## config.mk

```make
export PLATFORM = sky130hd
export DESIGN_NAME = amc_front
export DESIGN_NICKNAME = d
export VERILOG_FILES = /design/src/amc_pkg.sv /design/src/amc_front.sv
export SDC_FILE = /design/constraint.sdc
export NUM_CORES = 1
export LEC_CHECK = 0
export ABC_CLOCK_PERIOD_IN_PS = 19800
export BUFFER_PORTS_ARGS = -buffer_cell sky130_fd_sc_hd__buf_2
export CORE_AREA = 2 2 289 291
export CTS_CLUSTER_DIAMETER = 60
export CTS_CLUSTER_SIZE = 28
export DETAILED_ROUTE_END_ITERATION = 16
export DIE_AREA = 0 0 291 293
export MAX_ROUTING_LAYER = met4
export PLACE_DENSITY = 0.57
export SYNTH_ARGS = -nofsm -noshare
export SYNTH_HDL_FRONTEND = slang
export SYNTH_SLANG_ARGS = --single-unit
```

## constraint.sdc

```tcl
create_clock -name clk -period 19.8 [get_ports clk]
set_clock_uncertainty 0.05 [all_clocks]
set_input_delay 2.97 -clock clk [delete_from_list [all_inputs] [get_ports clk]]
set_output_delay 2.97 -clock clk [all_outputs]
set_load 0.02 [all_outputs]
```

## src/amc_pkg.sv

```systemverilog
package amc_pkg;

  typedef enum logic [1:0] {
    OP_LOAD    = 2'd0,
    OP_ENCRYPT = 2'd1,
    OP_DECRYPT = 2'd2,
    OP_CTR     = 2'd3
  } op_t;

  typedef enum logic [0:0] {
    CFG_NONCE_LOW  = 1'b0,
    CFG_NONCE_HIGH = 1'b1
  } cfg_idx_t;

  localparam int CfgIdxW = 1;
  localparam int CfgDataW = 64;

  typedef struct packed {
    logic [1:0]  operation;
    logic [6:0]  key_index;
    logic [31:0] key_word;
    logic [63:0] data_low;
    logic [63:0] data_high;
    logic [31:0] counter;
    logic        first_block;
    logic [4:0]  valid_bytes;
  } in_item_t;

  typedef struct packed {
    logic [63:0] result_low;
    logic [63:0] result_high;
    logic        counter_exhausted;
  } out_item_t;

  // classified job from the front to the back
  typedef struct packed {
    logic         decrypt;
    logic         ctr;
    logic         exhausted;
    logic [127:0] block;
    logic [127:0] data;
    logic [127:0] mask;
  } job_t;

  localparam logic [31:0] FwdMul [4] = '{32'h71e961dd, 32'h47dff15d, 32'h172f4f2f, 32'hf9c1e3c7};
  localparam logic [31:0] InvMul [4] = '{32'hf6e1fe75, 32'h185beaf5, 32'hfb0a57cf, 32'h4d82edf7};
  localparam int RotA = 13;
  localparam int RotB = 7;
  localparam int RotC = 11;
  localparam int RotD = 15;

  function automatic logic [31:0] rol(input logic [31:0] x, input int s);
    rol = (x << s) | (x >> (32 - s));
  endfunction

  function automatic logic [31:0] ror(input logic [31:0] x, input int s);
    ror = (x >> s) | (x << (32 - s));
  endfunction

endpackage

```

## src/amc_front.sv

```systemverilog
module amc_front #(
  parameter int KeyWords = 40
) (
  input  logic               clk,
  input  logic               rst,
  input  amc_pkg::in_item_t  in_item,
  input  logic               in_valid,
  output logic               in_ready,
  input  logic [63:0]        nonce_low,
  input  logic [31:0]        nonce_high,
  input  logic               back_idle,
  output logic               key_we,
  output logic [$clog2(KeyWords)-1:0] key_addr,
  output logic [31:0]        key_data,
  output amc_pkg::job_t      job,
  output logic               job_valid,
  input  logic               job_ready
);
  import amc_pkg::*;

  // two-entry queue
  job_t q [2];
  logic wp, rp;
  logic [1:0] cnt;
  job_t nj;
  logic push, pop, is_job;
  logic [4:0] vb;
  logic [127:0] m;

  // hold key loads until no block is queued or running
  assign in_ready = (cnt != 2'd2) && (is_job || (cnt == 2'd0 && back_idle));
  assign is_job = in_item.operation != OP_LOAD;
  assign push = in_valid && in_ready && is_job;
  assign pop = job_valid && job_ready;
  assign job_valid = (cnt != 2'd0);
  assign job = q[rp];

  assign key_we = in_valid && in_ready && (in_item.operation == OP_LOAD)
                  && ({25'd0, in_item.key_index} < KeyWords);
  assign key_addr = in_item.key_index[$clog2(KeyWords)-1:0];
  assign key_data = in_item.key_word;

  always_comb begin
    vb = (in_item.valid_bytes > 5'd16) ? 5'd16 : in_item.valid_bytes;
    for (int b = 0; b < 16; b++) begin
      m[b*8 +: 8] = (b < vb) ? 8'hff : 8'h00;
    end
    nj.decrypt = in_item.operation == OP_DECRYPT;
    nj.ctr = in_item.operation == OP_CTR;
    nj.exhausted = nj.ctr && in_item.first_block && (&in_item.counter);
    nj.data = {in_item.data_high, in_item.data_low};
    nj.block = nj.ctr ? {in_item.counter, nonce_high, nonce_low} : nj.data;
    nj.mask = m;
  end

  always_ff @(posedge clk) begin
    if (push) begin
      q[wp] <= nj;
    end
  end

  always_ff @(posedge clk) begin
    if (rst) begin
      wp <= 1'b0;
      rp <= 1'b0;
      cnt <= 2'd0;
    end else begin
      if (push) wp <= ~wp;
      if (pop) rp <= ~rp;
      cnt <= cnt + {1'b0, push} - {1'b0, pop};
    end
  end

endmodule

```

==> results.json, run 1 <==
{
  "syn_to_final_growth_pct": 21.5,
  "cts_tree": "done",
  "synth_compound_area_frac": 0.00354,
  "antenna_found_initial": 6,
  "syn-instance-count": 1223,
  "cts.sinks": 555,
  "hp-class": "flip-flop to flip-flop",
  "dr.pass1.iters": 5,
  "yosysSeqAreaShare": 0.724,
  "crit_required_ns": 16.78,
  "grt_pass1_wl_mm": 77.8,
  "rows": 105,
  "place_area_sq_um": 26300,
  "period_minus_slack_ns": 6.70,
  "initial_core_util": 0.280,
  "multi_input_area_sq_um": 4910,
  "path_class": "primary input to primary output",
  "post-cts-setup-buffer-count": 0,
  "htreeDepth": 2,
  "synth_fp_nets": 1533,
  "root_buffer": "clkbuf_16",
  "p_leak_nw": 10.1,
  "slew_violations": 0,
  "worst_slack_ns": 13.10,
  "fmax_mhz": 149,
  "ir_drop_v": 0.000118,
  "place_ws_ns": 13.09,
  "fin_crit_sh": 0.339,
  "synth_area_per_cell_sq_um": 18.8,
  "core-area_sq_um": 81800,
  "ios": 736,
  "ys_types": 33,
  "chipWidth_um": 291,
  "synthAdderAreaFrac": 0.00109,
  "wl_per_cell_um": 18.9,
  "dr_total_vias": 12300,
  "die_area_sq_um": 85300,
  "area.sequential_sq_um": 16600,
  "muxShareOfSynthArea": 0.197,
  "synthFlopType": "edfxtp_1",
  "run_status": "complete, no violations",
  "tightest_slew_ns": 1.11,
  "async_flop_share": 0,
  "start_kind": "primary input",
  "ys_seq_elements": 555,
  "clkLatencyLatePin_ns": 0.57,
  "synth_edf_count": 550,
  "yosys.area_share.simple": 0.0111,
  "fin_tns_setup_ns": 0,
  "cts_buffer_depth": 3,
  "max_cap_viol_count": 0,
  "arrival_ns": 3.68,
  "die_y_um": 293,
  "post_cts_resized": 0,
  "place.gp.congestion": 0.790,
  "max_slew_margin": 0.260,
  "track_usage": 0.122,
  "synth_top_family_by_area": "multiplexers",
  "grt_setup_unrepaired": "no",
  "vias_per_cell": 4.29,
  "drive_gt1_frac": 0.635,
  "postLayoutCellArea_sq_um": 27900,
  "drc_errors": 0,
  "cts_buffers": 45,
  "grt_max_degree": 149,
  "power_density_nw_per_um2": 129,
  "drt-total-wl_mm": 54.0,
  "drtIter0Drc": 613,
  "first_global_vias": 12700,
  "layout_common_cells": "buf_2, edfxtp_1, mux2_2",
  "port_buffers": 665,
  "final_common_cell": "buf_2",
  "cts_hold_buf": 0,
  "final-setup-viol-count": 0,
  "clk_pin_slew_worst_paths_ns": 0.06,
  "place_hpwl_mm": 37.4,
  "antenna_left": 0,
  "n_fill_cell": 7942,
  "synth_area_sq_um": 22900,
  "fin_nets": 2059,
  "ys.warnings.count": 0,
  "grt_overflow": 0,
  "hold_viol": 0,
  "crit_fanout": 6,
  "synth-xor-area-share": 0.000763,
  "final_core_util": 0.341,
  "endpoint_kind": "primary output"
}
==> area by class of cell <==
cell class	count	share of cell area
clock inverters	31	0.0129
diodes	5	0.000449
multi-input cells	466	0.176
repair buffers	675	0.122
clock buffers	51	0.0427
flip-flops and latches	555	0.596
inverters	6	0.00126
well taps	1070	0.0480
==> per-stage QoR <==
stage                     hold WS [ns]  power (W)  cells
final                            0.470    0.00360   2859
after global routing             0.494    0.00375   2859
after CTS                        0.455    0.00365   2854
after detailed placement         0.443    0.00270   2772
after global placement           0.428    0.00270   2772
after floorplan                  0.406    0.00243   1223
==> cell usage after synthesis, drive strengths merged (2+ instances only) <==
library cell / n / area share
nor3: 2 / 0.00044
nor2: 7 / 0.0011
nand2: 11 / 0.0018
nand2b: 5 / 0.0014
inv: 6 / 0.00098
mux2: 402 / 0.20
a21oi: 2 / 0.00044
a21o: 2 / 0.00065
dfxtp: 5 / 0.0044
nand4: 8 / 0.0022
o21ai: 5 / 0.0011
nand3: 2 / 0.00044
or3: 2 / 0.00055
o21bai: 2 / 0.00065
or2: 2 / 0.00055
buf: 193 / 0.061
clkbuf: 3 / 0.00049
nor2b: 3 / 0.00082
ha: 2 / 0.0011
edfxtp: 550 / 0.72
==> report_power, final <==
group | internal [W] | switching, W | total, W
clock network | 0.000492 | 0.000444 | 0.000937
registers | 0.00145 | 0.0000453 | 0.00150
logic | 0.000427 | 0.000735 | 0.00116
==> cells by family after synthesis <==
logic type	Yosys count
and+or+nand+nor	47
adders and majority gates	2
AOI/OAI and AO/OA	13
xor gates and xnor gates	2
muxes	402
buffers and inverters	202
DFF	555
==> flip-flops by register name, indices dropped and copies added, names as in the netlist, named ones only <==
| name | cells |
|---|---|
| cnt | 2 |
| q | 550 |
| rp | 1 |
| wp | 1 |
==> worst max-delay path, stage by stage <==
cell	delay, ns
buf_2	0.13
nor4b_1	0.26
and3_1	0.18
buf_2	0.16
==> path summary, 6_finish.rpt <==
| check | from | end | slack [ns] | cells past startpoint |
|---|---|---|---|---|
| max | in_item[206] | key_we | 13.10 | 4 |
| min | rp | flip-flop | 0.47 | 2 |
| max reg2reg | cnt[1] | q[0][320] | 16.22 | 5 |
| min reg2reg | rp | flip-flop | 0.47 | 2 |
==> routing by layer <==
| layer | global-route usage | share of wire |
|---|---|---|
| met5 | - | 0 |
| met4 | 0.0373 | 0.027 |
| met3 | 0.0346 | 0.066 |
| met2 | 0.208 | 0.51 |
| met1 | 0.139 | 0.40 |
Power figures use the tool's default switching activity.
==> inputs of run 2 (changes only) <==
ABC_AREA = 1   (was default)
ABC_CLOCK_PERIOD_IN_PS = 6700   (was 19800)
CORE_AREA = 2 2 285 287   (was 2 2 289 291)
DIE_AREA = 0 0 287 289   (was 0 0 291 293)
PLACE_DENSITY = 0.6   (was 0.57)
clock period = 6.7 ns   (was 19.8 ns; I/O delays follow)
==> results.json, run 2 <==
{
  "run_status": "complete, no violations",
  "hold_viol": 0,
  "ys_types": 25,
  "ys.warnings.count": 0,
  "place_area_sq_um": 27400,
  "clk_pin_slew_worst_paths_ns": 0.08,
  "syn-instance-count": 1524,
  "fin_tns_setup_ns": 0,
  "top_regs": "q (550), cnt (2)",
  "grt_setup_unrepaired": "no",
  "tightest_slew_ns": 1.12,
  "place.gp.congestion": 0.859,
  "post-cts-setup-buffer-count": 0,
  "synthFlopType": "edfxtp_1",
  "slew_violations": 0,
  "cts.sinks": 555,
  "postLayoutCellArea_sq_um": 29000,
  "vias_per_cell": 4.33,
  "grt_max_degree": 134,
  "arrival_ns": 2.80,
  "ys_top_cells_by_area": "edfxtp_1, mux2_4, nand2_1",
  "hold_end": "rp",
  "port_buffers": 665,
  "drt-total-wl_mm": 60.1,
  "drc_errors": 0,
  "dr_total_vias": 13600,
  "dp_cells": 3051,
  "yosysSeqAreaShare": 0.687,
  "period_minus_slack_ns": 3.85,
  "synth_fp_nets": 1834,
  "wl_per_cell_um": 19.1,
  "drtIter0Drc": 719,
  "drive_gt1_frac": 0.499,
  "top_layer": "met4",
  "final_common_cell": "buf_2",
  "rows": 104,
  "r2r-end": "q[0][180]",
  "r2r_cells": 5,
  "ir_drop_v": 0.000235,
  "synth.most_common_cell": "edfxtp_1",
  "yosysTopAreaCell": "edfxtp_1",
  "path_class": "flip-flop to primary output",
  "start_kind": "flip-flop",
  "core-area_sq_um": 79900,
  "async_flop_share": 0,
  "max_slew_margin": 0.255,
  "grt_overflow": 0,
  "max_cap_viol_count": 0,
  "place_ws_ns": 3.15,
  "slowest_stage": "dfxtp_4",
  "p_leak_nw": 11.8,
  "r2r_slack_ns": 4.16,
  "root_buffer": "clkbuf_16",
  "crit_required_ns": 5.64,
  "layout_common_cells": "buf_2, edfxtp_1, nand2_1",
  "post_cts_resized": 0,
  "whs_path_depth": 2,
  "dr_wl_met2_mm": 31.7,
  "cts_buffers": 43,
  "synth_area_sq_um": 24200,
  "track_usage": 0.139,
  "cp_slowest_stage_delay_ns": 0.67,
  "m1WireLength_mm": 22.2,
  "place_hpwl_mm": 41.8,
  "syn_to_final_growth_pct": 19.6,
  "regToRegStartpoint": "cnt[0]",
  "synth_commonest_cells": "edfxtp_1, nand2_1, mux2_4",
  "die_area_sq_um": 82900,
  "die_y_um": 289,
  "route.met3.wl_mm": 3.80,
  "worst_slack_ns": 2.85,
  "synth.top_cell.area_share": 0.682,
  "crit_fanout": 116,
  "chipWidth_um": 287,
  "first_global_vias": 13800,
  "min_from": "rp",
  "final-setup-viol-count": 0,
  "fin_nets": 2346,
  "top_register": "q",
  "endpoint_kind": "primary output",
  "htreeDepth": 2,
  "clkLatencyLatePin_ns": 0.57,
  "synth_edf_count": 550,
  "synth_area_per_cell_sq_um": 15.9,
  "largest_reg_flops": 550,
  "fin_crit_sh": 0.575,
  "ys_seq_elements": 555,
  "antenna_left": 0,
  "fin_cells": 3138,
  "hp-class": "flip-flop to flip-flop",
  "dr.pass1.iters": 5,
  "crit_chain": "buf_12 -> mux2_4 -> buf_2",
  "cts_tree": "done",
  "ios": 736,
  "cts_hold_buf": 0,
  "initial_core_util": 0.303,
  "fmax_mhz": 259,
  "power_density_nw_per_um2": 367,
  "grt_pass1_wl_mm": 84.3,
  "cts_buffer_depth": 3,
  "antenna_found_initial": 11
}
==> run 2: changes by cell type after synthesis, moves of 4 or more <==
| cell | previous run | this run |
|---|---|---|
| buf_6 | 4 | 17 |
| o21ai_0 | 5 | 10 |
| buf_2 | 30 | 19 |
| mux2_1 | 29 | 0 |
| nand2b_1 | 5 | 0 |
| mux2_2 | 373 | 25 |
| buf_4 | 159 | 155 |
| buf_8 | 0 | 11 |
| nand2_1 | 11 | 406 |
| mux2_4 | 0 | 250 |
| nor2_1 | 7 | 22 |
| inv_1 | 5 | 24 |
==> run 2: per-layer routing <==
metal / track usage / vias up
met1: 0.148 / 6612
met3: 0.0318 / 138
met2: 0.249 / 522
met4: 0.0605 / 0
li1: - / 6324
met5: - / -
==> run 2: kinds of logic (layout without fill, tap and decap cells) <==
| logic type | after synthesis | after routing | share of synthesized area |
|---|---|---|---|
| AOI/OAI and AO/OA | 16 | 16 | 0.00341 |
| xor gates and xnor gates | 1 | 1 | 0.000362 |
| adders and majority gates | 2 | 2 | 0.00103 |
| buffers and inverters | 234 | 781 | 0.0724 |
| DFF | 555 | 555 | 0.687 |
| muxes | 275 | 275 | 0.167 |
| other | 0 | 7 | 0 |
| and+or+nand+nor | 441 | 441 | 0.0695 |
==> run 2: layout make-up <==
cell class,count,area [sq um]
antenna,7,17.5
clock inverter,34,439
multi-input combinational,735,5860
timing repair buffer,676,3490
inverter,25,100
fill,7665,50900
sequential,555,16600
tap,1060,1330
clock buffer,46,1110
==> run 2: how the worst max path moves through the flow <==
stage                     slack, ns    startpoint  cells past startpoint        end
after CTS                      2.78     flip-flop                      3     job[8]
final                          2.85     flip-flop                      3     job[8]
after floorplan                0.85  in_item[206]                      4  q[1][103]
after detailed placement       3.15  in_item[206]                      6  q[1][218]
after global placement         3.11  in_item[206]                      6  q[1][218]
after global routing           2.74     flip-flop                      3    job[10]
==> run 2: metrics by stage <==
step	power [W]	hold WS [ns]	util
floorplan	0.00723	0.397	-
global placement	0.00794	0.412	0.343
detailed placement	0.00797	0.431	0.343
CTS	0.0108	0.449	0.362
global route	0.0111	0.494	0.362
finish	0.0106	0.444	0.362
==> run 2: critical path: cells and delay by family (launching register included) <==
family | cells | cell delay [ns]
muxes | 1 | 0.42
buffers and inverters | 2 | 0.75
DFF | 1 | 0.67
==> run 2: report_power, final <==
group          switching (W)  leakage, nW  internal (W)
Sequential          0.000119         5.13       0.00431
Combinational        0.00206         5.89       0.00136
Clock                0.00141        0.750       0.00138
==> inputs of run 3 (changes only) <==
ABC_CLOCK_PERIOD_IN_PS = 3750   (was 6700)
clock period = 3.75 ns   (was 6.7 ns; I/O delays follow)
==> results.json, run 3 (synthesis gave the netlist of run 2 again) <==
{
  "dr_wl_met2_mm": 32.5,
  "clkLatencyLatePin_ns": 0.58,
  "antenna_left": 0,
  "drtIter0Drc": 883,
  "grt_setup_unrepaired": "no",
  "dp_cells": 3090,
  "period_minus_slack_ns": 3.00,
  "place_hpwl_mm": 45.3,
  "vias_per_cell": 4.38,
  "drive_gt1_frac": 0.509,
  "htreeDepth": 2,
  "crit_required_ns": 3.14,
  "place_area_sq_um": 27800,
  "fin_cells": 3170,
  "cts.sinks": 555,
  "ios": 736,
  "path_class": "flip-flop to primary output",
  "largest_reg_flops": 550,
  "arrival_ns": 2.38,
  "clk_pin_slew_worst_paths_ns": 0.10,
  "fin_hold_ws_ns": 0.114,
  "postLayoutCellArea_sq_um": 29400,
  "finalPower_w": 0.0192,
  "crit_fanout": 35,
  "die_y_um": 289,
  "core-area_sq_um": 79900,
  "syn_to_final_growth_pct": 21.6,
  "top_regs": "q (550), cnt (2)",
  "dr.pass1.iters": 5,
  "grt_pass1_wl_mm": 86.4,
  "endpoint_kind": "primary output",
  "dr_total_vias": 13900,
  "cts_buffers": 42,
  "layout_common_cells": "buf_2, edfxtp_1, nand2_1",
  "hp-class": "primary input to flip-flop",
  "first_global_vias": 14000,
  "top_register": "q",
  "cts_buffer_depth": 3,
  "power_density_nw_per_um2": 652,
  "wl_per_cell_um": 19.4,
  "fin_nets": 2384,
  "worst_slack_ns": 0.754,
  "tightest_slew_ns": 0.631,
  "final-setup-viol-count": 0,
  "final_common_cell": "buf_2",
  "post-cts-setup-buffer-count": 0,
  "slew_violations": 0,
  "grt_max_degree": 97,
  "m1WireLength_mm": 22.1,
  "die_area_sq_um": 82900,
  "track_usage": 0.143,
  "max_slew_margin": 0.579,
  "hold_viol": 0,
  "fmax_mhz": 334,
  "post_cts_resized": 0,
  "top_layer": "met4",
  "cts_tree": "done",
  "chipWidth_um": 287,
  "route.met3.wl_mm": 4.38,
  "drc_errors": 0,
  "place.gp.congestion": 0.874,
  "antenna_found_initial": 8,
  "ir_drop_v": 0.000404,
  "grt_overflow": 0,
  "rows": 104,
  "max_cap_viol_count": 0,
  "start_kind": "flip-flop",
  "fin_crit_sh": 0.799,
  "place_ws_ns": 1.24,
  "run_status": "complete, no violations",
  "root_buffer": "clkbuf_16",
  "port_buffers": 665,
  "p_leak_nw": 12.0,
  "drt-total-wl_mm": 61.5,
  "cts_hold_buf": 0,
  "initial_core_util": 0.303
}
==> run 3: cell count changes in the layout (fill, tap and decap cells not counted), moves of 2 or more <==
cell	before	now
buf_12	6	17
inv_6	9	3
clkinv_16	0	4
diode_2	7	2
buf_4	5	33
inv_8	5	3
inv_12	2	4
==> run 3: final cells by class <==
type	instances	area (sq um)
fill	7611	50500
sequential	555	16600
multi-input combinational	735	5870
timing repair buffer	715	3920
tap	1060	1330
clock buffer	45	1080
clock inverter	33	517
inverter	25	100
antenna	2	5.00
==> run 3: where the power goes <==
part           total (W)  internal (W)  leakage [nW]  switching, W
clock            0.00499       0.00246         0.756       0.00253
sequential       0.00790       0.00768          5.13      0.000220
combinational    0.00631       0.00256          6.13       0.00375
total             0.0192        0.0127          12.0       0.00650
==> run 3: per-stage QoR <==
step	utilization	setup TNS (ns)
final	0.368	0
after global routing	0.368	0
after CTS	0.368	0
after detailed placement	0.348	0
after global placement	0.348	0
after floorplan	-	-881.49
==> run 3: path summary, 6_finish.rpt <==
path / slack (ns) / depth (start not counted) / endpoint / start
worst max-delay path: 0.75 / 4 / job[205] / flip-flop
worst min-delay path: 0.11 / 1 / q[0][205] / in_item[51]
worst max register to register: 1.70 / 6 / q[1][309] / cnt[0]
worst min register to register: 0.44 / 2 / rp / rp
==> run 3: critical path, cell delays in order (launching register included) <==
cell	delay, ns
dfxtp_4	0.63
buf_12	0.29
buf_12	0.30
mux2_4	0.34
buf_2	0.16
==> run 3: routing by layer <==
metal,vias to the layer above,track usage
li1,6379,-
met3,147,0.0302
met2,629,0.260
met5,-,-
met1,6739,0.150
met4,0,0.0578
